File: src/hw/rtl/fhf_pkg.sv
`default_nettype none
package fhf_pkg;

   localparam int ROWS        = 32;
   localparam int COLS        = 32;
   localparam int MAX_FLARES  = 32;
   localparam int HEAT_LEVELS = 12;
   localparam int FLARE_ROWS  = 2;
   localparam int GLOW_SCALE  = 10;
   localparam int GLOW_ROUND  = 5;
   localparam int RST_CHANCE  = 50;
   localparam int RST_DECAY   = 14;

   // fixed port field widths
   localparam int FUNC_W  = 2;
   localparam int POS_W   = 5;
   localparam int HW      = 4;
   localparam int ROLL_W  = 7;
   localparam int CSR_W   = 7;
   localparam int COUNT_W = 6;

   localparam int HEAT_MAX = HEAT_LEVELS - 1;
   localparam int DEPTH    = ROWS * COLS;
   localparam int AW       = $clog2(DEPTH);
   localparam int XW       = (COLS > 1) ? $clog2(COLS) : 1;
   localparam int YW       = (ROWS > 1) ? $clog2(ROWS) : 1;
   localparam int FAW      = (MAX_FLARES > 1) ? $clog2(MAX_FLARES) : 1;
   localparam int FCW      = $clog2(MAX_FLARES + 1);
   localparam int CNTW     = $clog2(((ROWS > COLS) ? ROWS : COLS) + 1);
   localparam int SW       = 2 * CNTW + 1;
   localparam int SQ_ITERS = (SW + 1) / 2;
   localparam int RTW      = SQ_ITERS;
   localparam int DIVW     = $clog2(HEAT_MAX * GLOW_SCALE + 1);
   localparam int BW       = $clog2(HEAT_MAX * GLOW_SCALE + 2);
   localparam int CMPW     = ((DIVW > CSR_W) ? DIVW : CSR_W) + 1;
   localparam int WBW      = ((CNTW > BW) ? CNTW : BW) + 1;
   localparam int MW       = CSR_W + RTW;
   localparam int PW       = MW + 17;
   localparam int DW       = MW - 2;
   localparam int DIV10_MUL = 32'hCCCD;   // x/10 == (x*0xCCCD)>>19 for x < 2^16
   localparam int YMAX     = (FLARE_ROWS - 1 > ROWS - 1) ? ROWS - 1 : FLARE_ROWS - 1;

   localparam logic [FUNC_W-1:0] FUNC_SHIFT  = 2'd0;
   localparam logic [FUNC_W-1:0] FUNC_REHEAT = 2'd1;
   localparam logic [FUNC_W-1:0] FUNC_FLARE  = 2'd2;
   localparam logic [FUNC_W-1:0] FUNC_READ   = 2'd3;

   localparam logic CSR_CHANCE = 1'b0;
   localparam logic CSR_DECAY  = 1'b1;

   typedef struct packed {
      logic [XW-1:0] x;
      logic [YW-1:0] y;
      logic [HW-1:0] z;
   } flare_type;

   localparam int FLW = $bits(flare_type);

   typedef enum logic [4:0] {
      ST_CLEAR, ST_IDLE, ST_SHF_RD, ST_SHF_WR, ST_HT_RD, ST_HT_WR, ST_RD_RD, ST_RD_CAP,
      ST_FL_NEXT, ST_FL_LOAD, ST_NEW_CHK, ST_NEW, ST_DIV, ST_WIN, ST_PX_SET, ST_PX_SQ,
      ST_PX_MUL, ST_PX_DIV, ST_PX_CMP, ST_FL_DEC, ST_MV_RD, ST_MV_WR, ST_MV_END, ST_DONE
   } state_type;

   typedef enum logic [4:0] {
      CMD_NONE, CMD_CLR, CMD_START, CMD_SHF_RD, CMD_SHF_WR, CMD_HT_RD, CMD_HT_WR,
      CMD_RD_RD, CMD_RD_CAP, CMD_FL_RD, CMD_FL_LOAD, CMD_NEW, CMD_DIV, CMD_WIN,
      CMD_PX_SET, CMD_PX_MUL, CMD_PX_DIV, CMD_PX_CMP, CMD_FL_DEC, CMD_MV_RD,
      CMD_MV_WR, CMD_MV_END
   } cmd_type;

   typedef struct packed {
      logic clr_last;
      logic shf_last;
      logic k_lt;
      logic div_done;
      logic sq_done;
      logic px_last;
      logic z_gt1;
      logic is_new;
      logic m_lt;
      logic new_ok;
   } status_type;

   function automatic logic [AW-1:0] heat_addr(input int r, input int c);
      return AW'(r * COLS + c);
   endfunction

endpackage
`default_nettype wire

File: src/hw/rtl/fhf_controller.sv
`default_nettype none
module fhf_controller (
   input  wire logic                       clock,
   input  wire logic                       reset,
   input  wire logic                       start,
   input  wire logic [fhf_pkg::FUNC_W-1:0] func,
   input  wire fhf_pkg::status_type        status,
   output fhf_pkg::cmd_type                cmd,
   output logic                            busy,
   output logic                            rsp_valid
);

   fhf_pkg::state_type state_ff, state_in;

   always_comb begin
      state_in = state_ff;
      unique case (state_ff)
         fhf_pkg::ST_CLEAR:   if (status.clr_last) state_in = fhf_pkg::ST_IDLE;
         fhf_pkg::ST_IDLE: begin
            if (start) begin
               unique case (func)
                  fhf_pkg::FUNC_SHIFT:  state_in = fhf_pkg::ST_SHF_RD;
                  fhf_pkg::FUNC_REHEAT: state_in = fhf_pkg::ST_HT_RD;
                  fhf_pkg::FUNC_FLARE:  state_in = fhf_pkg::ST_FL_NEXT;
                  default:              state_in = fhf_pkg::ST_RD_RD;
               endcase
            end
         end
         fhf_pkg::ST_SHF_RD:  state_in = fhf_pkg::ST_SHF_WR;
         fhf_pkg::ST_SHF_WR:  state_in = status.shf_last ? fhf_pkg::ST_DONE : fhf_pkg::ST_SHF_RD;
         fhf_pkg::ST_HT_RD:   state_in = fhf_pkg::ST_HT_WR;
         fhf_pkg::ST_HT_WR:   state_in = fhf_pkg::ST_DONE;
         fhf_pkg::ST_RD_RD:   state_in = fhf_pkg::ST_RD_CAP;
         fhf_pkg::ST_RD_CAP:  state_in = fhf_pkg::ST_DONE;
         fhf_pkg::ST_FL_NEXT: state_in = status.k_lt ? fhf_pkg::ST_FL_LOAD : fhf_pkg::ST_NEW_CHK;
         fhf_pkg::ST_FL_LOAD: state_in = fhf_pkg::ST_DIV;
         fhf_pkg::ST_NEW_CHK: state_in = status.new_ok ? fhf_pkg::ST_NEW : fhf_pkg::ST_DONE;
         fhf_pkg::ST_NEW:     state_in = fhf_pkg::ST_DIV;
         fhf_pkg::ST_DIV:     if (status.div_done) state_in = fhf_pkg::ST_WIN;
         fhf_pkg::ST_WIN:     state_in = fhf_pkg::ST_PX_SET;
         fhf_pkg::ST_PX_SET:  state_in = fhf_pkg::ST_PX_SQ;
         fhf_pkg::ST_PX_SQ:   if (status.sq_done) state_in = fhf_pkg::ST_PX_MUL;
         fhf_pkg::ST_PX_MUL:  state_in = fhf_pkg::ST_PX_DIV;
         fhf_pkg::ST_PX_DIV:  state_in = fhf_pkg::ST_PX_CMP;
         fhf_pkg::ST_PX_CMP:  state_in = status.px_last ? fhf_pkg::ST_FL_DEC : fhf_pkg::ST_PX_SET;
         fhf_pkg::ST_FL_DEC: begin
            if (status.is_new)     state_in = fhf_pkg::ST_DONE;
            else if (status.z_gt1) state_in = fhf_pkg::ST_FL_NEXT;
            else                   state_in = fhf_pkg::ST_MV_RD;
         end
         fhf_pkg::ST_MV_RD:   state_in = status.m_lt ? fhf_pkg::ST_MV_WR : fhf_pkg::ST_MV_END;
         fhf_pkg::ST_MV_WR:   state_in = fhf_pkg::ST_MV_RD;
         fhf_pkg::ST_MV_END:  state_in = fhf_pkg::ST_FL_NEXT;
         fhf_pkg::ST_DONE:    state_in = fhf_pkg::ST_IDLE;
         default:             state_in = fhf_pkg::ST_IDLE;
      endcase
   end

   always_comb begin
      cmd       = fhf_pkg::CMD_NONE;
      busy      = 1'b1;
      rsp_valid = 1'b0;
      unique case (state_ff)
         fhf_pkg::ST_CLEAR:   cmd = fhf_pkg::CMD_CLR;
         fhf_pkg::ST_IDLE: begin
            busy = 1'b0;
            if (start) cmd = fhf_pkg::CMD_START;
         end
         fhf_pkg::ST_SHF_RD:  cmd = fhf_pkg::CMD_SHF_RD;
         fhf_pkg::ST_SHF_WR:  cmd = fhf_pkg::CMD_SHF_WR;
         fhf_pkg::ST_HT_RD:   cmd = fhf_pkg::CMD_HT_RD;
         fhf_pkg::ST_HT_WR:   cmd = fhf_pkg::CMD_HT_WR;
         fhf_pkg::ST_RD_RD:   cmd = fhf_pkg::CMD_RD_RD;
         fhf_pkg::ST_RD_CAP:  cmd = fhf_pkg::CMD_RD_CAP;
         fhf_pkg::ST_FL_NEXT: cmd = fhf_pkg::CMD_FL_RD;
         fhf_pkg::ST_FL_LOAD: cmd = fhf_pkg::CMD_FL_LOAD;
         fhf_pkg::ST_NEW:     cmd = fhf_pkg::CMD_NEW;
         fhf_pkg::ST_DIV:     cmd = fhf_pkg::CMD_DIV;
         fhf_pkg::ST_WIN:     cmd = fhf_pkg::CMD_WIN;
         fhf_pkg::ST_PX_SET:  cmd = fhf_pkg::CMD_PX_SET;
         fhf_pkg::ST_PX_MUL:  cmd = fhf_pkg::CMD_PX_MUL;
         fhf_pkg::ST_PX_DIV:  cmd = fhf_pkg::CMD_PX_DIV;
         fhf_pkg::ST_PX_CMP:  cmd = fhf_pkg::CMD_PX_CMP;
         fhf_pkg::ST_FL_DEC:  cmd = fhf_pkg::CMD_FL_DEC;
         fhf_pkg::ST_MV_RD:   cmd = fhf_pkg::CMD_MV_RD;
         fhf_pkg::ST_MV_WR:   cmd = fhf_pkg::CMD_MV_WR;
         fhf_pkg::ST_MV_END:  cmd = fhf_pkg::CMD_MV_END;
         fhf_pkg::ST_DONE:    rsp_valid = 1'b1;
         default: ;
      endcase
   end

   always_ff @(posedge clock) begin
      if (reset) begin
         state_ff <= fhf_pkg::ST_CLEAR;
      end else begin
         state_ff <= state_in;
      end
   end

endmodule
`default_nettype wire

File: config.mk
export PLATFORM = sky130hd
export DESIGN_NAME = fhf_controller
export DESIGN_NICKNAME = d
export VERILOG_FILES = /design/src/hw/rtl/fhf_pkg.sv /design/src/hw/rtl/fhf_controller.sv
export SDC_FILE = /design/constraint.sdc
export NUM_CORES = 1
export LEC_CHECK = 0
export BUFFER_PORTS_ARGS = -buffer_cell sky130_fd_sc_hd__clkbuf_2
export CORE_UTILIZATION = 32
export CTS_BUF_LIST = sky130_fd_sc_hd__clkbuf_8 sky130_fd_sc_hd__clkbuf_16
export CTS_CLUSTER_DIAMETER = 80
export DETAILED_ROUTE_END_ITERATION = 10
export GPL_TIMING_DRIVEN = 0
export PLACE_DENSITY_LB_ADDON = 0.15
export SYNTH_ARGS = -nofsm -noshare
export SYNTH_HDL_FRONTEND = slang
export SYNTH_SLANG_ARGS = --single-unit
File: constraint.sdc
create_clock -name clock -period 2.5 [get_ports clock]
set_clock_uncertainty 0.05 [all_clocks]
set_input_delay 0.5 -clock clock [delete_from_list [all_inputs] [get_ports clock]]
set_output_delay 0.5 -clock clock [all_outputs]
set_load 0.01 [all_outputs]
# Word level (Yosys, flattened, before mapping)
# Index checks and enable logic that the tools add are counted.
# word_totals
register_bits	5
elab_cells	52
# classes
n_eq_ne	29
mux	17
reduce_logical	5
# op_table
operator	count
$pmux 5 s21	2
$mux 5	9
$eq 5x4->1 const B	8
$eq 5x5->1 const B	8
$eq 5x3->1 const B	4
$pmux 4 s3	1
$eq 5x2->1 const B	2
$ne 2x2->1 const B	4
$mux 2	3
$eq 5x1->1 const B	1
$logic_not 5->1	1
$reduce_and 4->1	1
$reduce_or 2->1	2
$eq 2x1->1 const B	1
$eq 2x2->1 const B	1
$logic_not 2->1	1
$mux 1	2

# Logic depth before layout (Yosys ltp)
# depth
depth_word	4
depth_mapped	7

# Least setup slack after synthesis
# OpenSTA, ideal clock, no wires.
# synth_timing
kind	register to output
start	register state_ff[3]
end	output port cmd[3]
arrival_ns	1.290
path_slack_ns	0.660
path_stages_with_launch	7
path_buffers	2
path_cell_list	dfxtp_1 > buf_2 > clkbuf_1 > nand2_1 > a21oi_1 > a21oi_1 > o32ai_1
# synth_via
elab_chain_cells	2
word_cells_on_any_way	22
classes_between	eq/ne: 20; mux: 1; reduce/logical: 1
# synth_rtl
item	line	rtl
from (decl)	fhf_controller.sv:13	fhf_pkg::state_type state_ff, state_in;
from (signal assigned)	fhf_controller.sv:95	state_ff <= fhf_pkg::ST_CLEAR;
from (signal assigned)	fhf_controller.sv:97	state_ff <= state_in;
$eq 5x5->1 (tied with other cells)	fhf_controller.sv:63	unique case (state_ff)
$pmux 5 s21 *	fhf_controller.sv:63	
to (decl)	fhf_controller.sv:8	output fhf_pkg::cmd_type cmd,
# Every way passes the cells marked *; elsewhere a longest branch is shown, timed or not.

# Worst setup path in the final report
# layout_timing
start	register state_ff[1]
end	output port cmd[1]
# Same word-level chain as after synthesis.

==> out/results.txt <==
status: finished clean
vias per cell: 5.92
EDFF count, synth: 0
predominant post-synthesis flop cell: dfxtp_1
die height: 54.2 um
post-CTS setup buffers: 0
CTS Buf Count: 3
DP Area: 1020 um^2
Syn Nets: 143
antenna viol nets, final: 0
IO Port Bufs: 21
initial drt markers: 45
gr busiest metal: met2
Reg clk slew, reported paths: 0.04 ns
Placer Congestion: 0.903
synthesized cell area: 873 um^2
first-pass GRT wire length: 4.40 mm
RSZ-0062 raised after global routing: false
DP HPWL: 1.99 mm
Synth cell types: 47
met2 usage: 0.299
vias post-DR: 1,065
r2r endpoint: state_ff[0]$_SDFFE_PP0P_
area share of xor/xnor cells in the synthesized design: 0.0100
leak pwr: 0.446 nW
total gr overflow: 0
syn_area_per_cell: 6.99 um^2
post-placement cell count: 176
WS Path Type: flip-flop to primary output
r2r startpoint: state_ff[2]$_SDFFE_PP0P_
met1 Use GR: 0.283
initial antenna violation count: 0
Hold Vio Cnt, Final: 0
CTS tree: yes
Final WS setup: 0.232 ns
max FFs per register: 5
vias in the first global route: 955
Worst Path Required: 1.95 ns
ant diodes: 0
mux share of post-synthesis cell area: 0
DRT Pass-1 Iters: 4
Clock Path Buffers: 2
# DRC: 0
Ports: 22
register-to-register setup slack: 0.76 ns
CTS Root Cell: clkbuf_8
WHS: 0.462 ns
Worst path slowest cell: nor2b_1
Setup crit start kind: flip-flop
Synth area leader: dfxtp_1
fraction of layout cells with a size suffix above 1: 0.280
area growth from synthesis to final layout: 21.6%
gr usage total: 0.207
Final Non-Filler Cells: 180
maximum vdd drop: 0.000357 V
Final #Nets: 169
Sink Count: 5
Top Registers: state_ff: 5 flops
per-cell routed wire length: 14.4 um
CP Max Fanout: 10
Synth Instances: 125
Yosys reg bits: 5
worst slew pin tran: 0.483 ns
CP endpoint: cmd[1]
Final Util: 0.421
num rows: 18
Tcrit/Tclk final: 0.907
min-delay worst type: primary input to flip-flop
reg2reg path depth: 6
Synth Area in Adders: 0.0430
Most flops, register: state_ff
Total Power: 0.360 mW
register area share after synthesis: 0.115
Power Density: 339 nW/um^2
Max H-tree Level: 1
cell area after layout: 1060 um^2
Syn. warnings: 0
Routed WL: 2.58 mm
width of the die: 54.2 um
post-cts resize count: 0
post-synth top area share: 0.115
max frequency: 0.441 GHz
Initial Utilization: 0.346
met3 GRT Util: 0.0556
crit path DAT: 1.72 ns
final setup vio count: 0
Hold Buf Count CTS: 0
main combinational cell family by area after synthesis: simple AND/OR/NAND/NOR gates
Synth Area in Simple Gates: 0.368
Clock Latency Late Sink: 0.23 ns
Area contributors post-synth: dfxtp_1 11%, o32ai_1 6.0%, a21oi_1 5.7%
asr flop ratio synth: 0
worst setup path startpoint: state_ff[1]$_SDFFE_PP0P_
Final min period: 2.27 ns
crit-path cells: buf_4, nor2b_1, nand2_1, o211ai_1, o21ai_0, o22ai_1, clkbuf_2
Die ar.: 2940 um^2
Max Slew Vio Count: 0
Place WS: 0.343 ns
worst rel slew slack: 0.674
slowest stage delay, CP: 0.43 ns
pin count of the biggest net entering global routing: 11
Max-cap violations: 0
Synth Area in Compound Gates: 0.355
fillcell total: 286
area of the core: 2520 um^2
setup TNS: 0 ns
Worst setup EP type: primary output
[cell usage in the layout (no fill, tap or decap), types with 3 or more instances in the layout]
cell and count:
clkbuf_2 22, nand2_1 11, a21oi_1 10, inv_1 9
nor2_1 9, o21ai_0 6, o32ai_1 6, nand2b_1 5
dfxtp_1 5, buf_2 4, nor3_1 4, o22ai_1 3
nor2b_1 3, or3_1 3, a211oi_1 3, ha_1 3
clkbuf_8 3
[synthesized netlist by cell type (all sizes together) (2+ instances only)]
cell / count
a21oi: 11
nand2: 11
inv: 10
nor2: 9
buf: 7
nand2b: 6
o21ai: 6
o32ai: 6
dfxtp: 5
a211oi: 4
nor3: 4
and3: 3
clkbuf: 3
ha: 3
nand3: 3
nor2b: 3
o22ai: 3
or3: 3
or4: 3
and2: 2
nand3b: 2
nor4: 2
o211ai: 2
[layer usage]
layer	part of all wire	wire length [um]
met1	0.43	1110
met2	0.44	1150
met3	0.11	290
met4	0.015	40
met5	0	0
[report_power, final]
part	internal [mW]	switching, mW	leakage (nW)
Combinational	0.0519	0.0720	0.379
Clock	0.106	0.0443	0.0269
Sequential	0.0833	0.00300	0.0406
Total	0.241	0.119	0.446
[critical path, delay by kind of cell (launching register included)]
| kind | cells | cell delay, ns |
|---|---|---|
| compound gates | 3 | 0.35 |
| flops | 1 | 0.30 |
| buf+inv | 2 | 0.31 |
| simple gates | 2 | 0.53 |
[cell families after synthesis]
family	after synthesis
xor gates and xnor gates	1
buffers and inverters	20
DFF	5
adders and majority gates	3
and+or+nand+nor	54
AOI/OAI and AO/OA	42
[worst min path at each step]
stage | start | endpoint | slack, ns | cells past startpoint
2_1_floorplan | reset | state_ff[1]$_SDFFE_PP0P_ | 0.52 | 1
3_3_place_gp | reset | state_ff[1]$_SDFFE_PP0P_ | 0.69 | 2
3_5_place_dp | reset | state_ff[1]$_SDFFE_PP0P_ | 0.70 | 2
4_1_cts | reset | state_ff[1]$_SDFFE_PP0P_ | 0.46 | 2
5_1_grt | reset | state_ff[1]$_SDFFE_PP0P_ | 0.48 | 2
6_report | reset | state_ff[1]$_SDFFE_PP0P_ | 0.46 | 2
[area by class of cell]
type / count / area (um^2) / share of cell area
Buffer: 10 / 58.8 / 0.0554
Clock buffer: 3 / 41.3 / 0.0389
Clock inverter: 1 / 3.75 / 0.00353
Inverter: 10 / 37.5 / 0.0353
Multi-Input combinational cell: 100 / 678 / 0.638
Sequential cell: 5 / 100 / 0.0942
Tap cell: 30 / 37.5 / 0.0353
Timing Repair Buffer: 21 / 105 / 0.0989
Power figures use the tool's default switching activity.
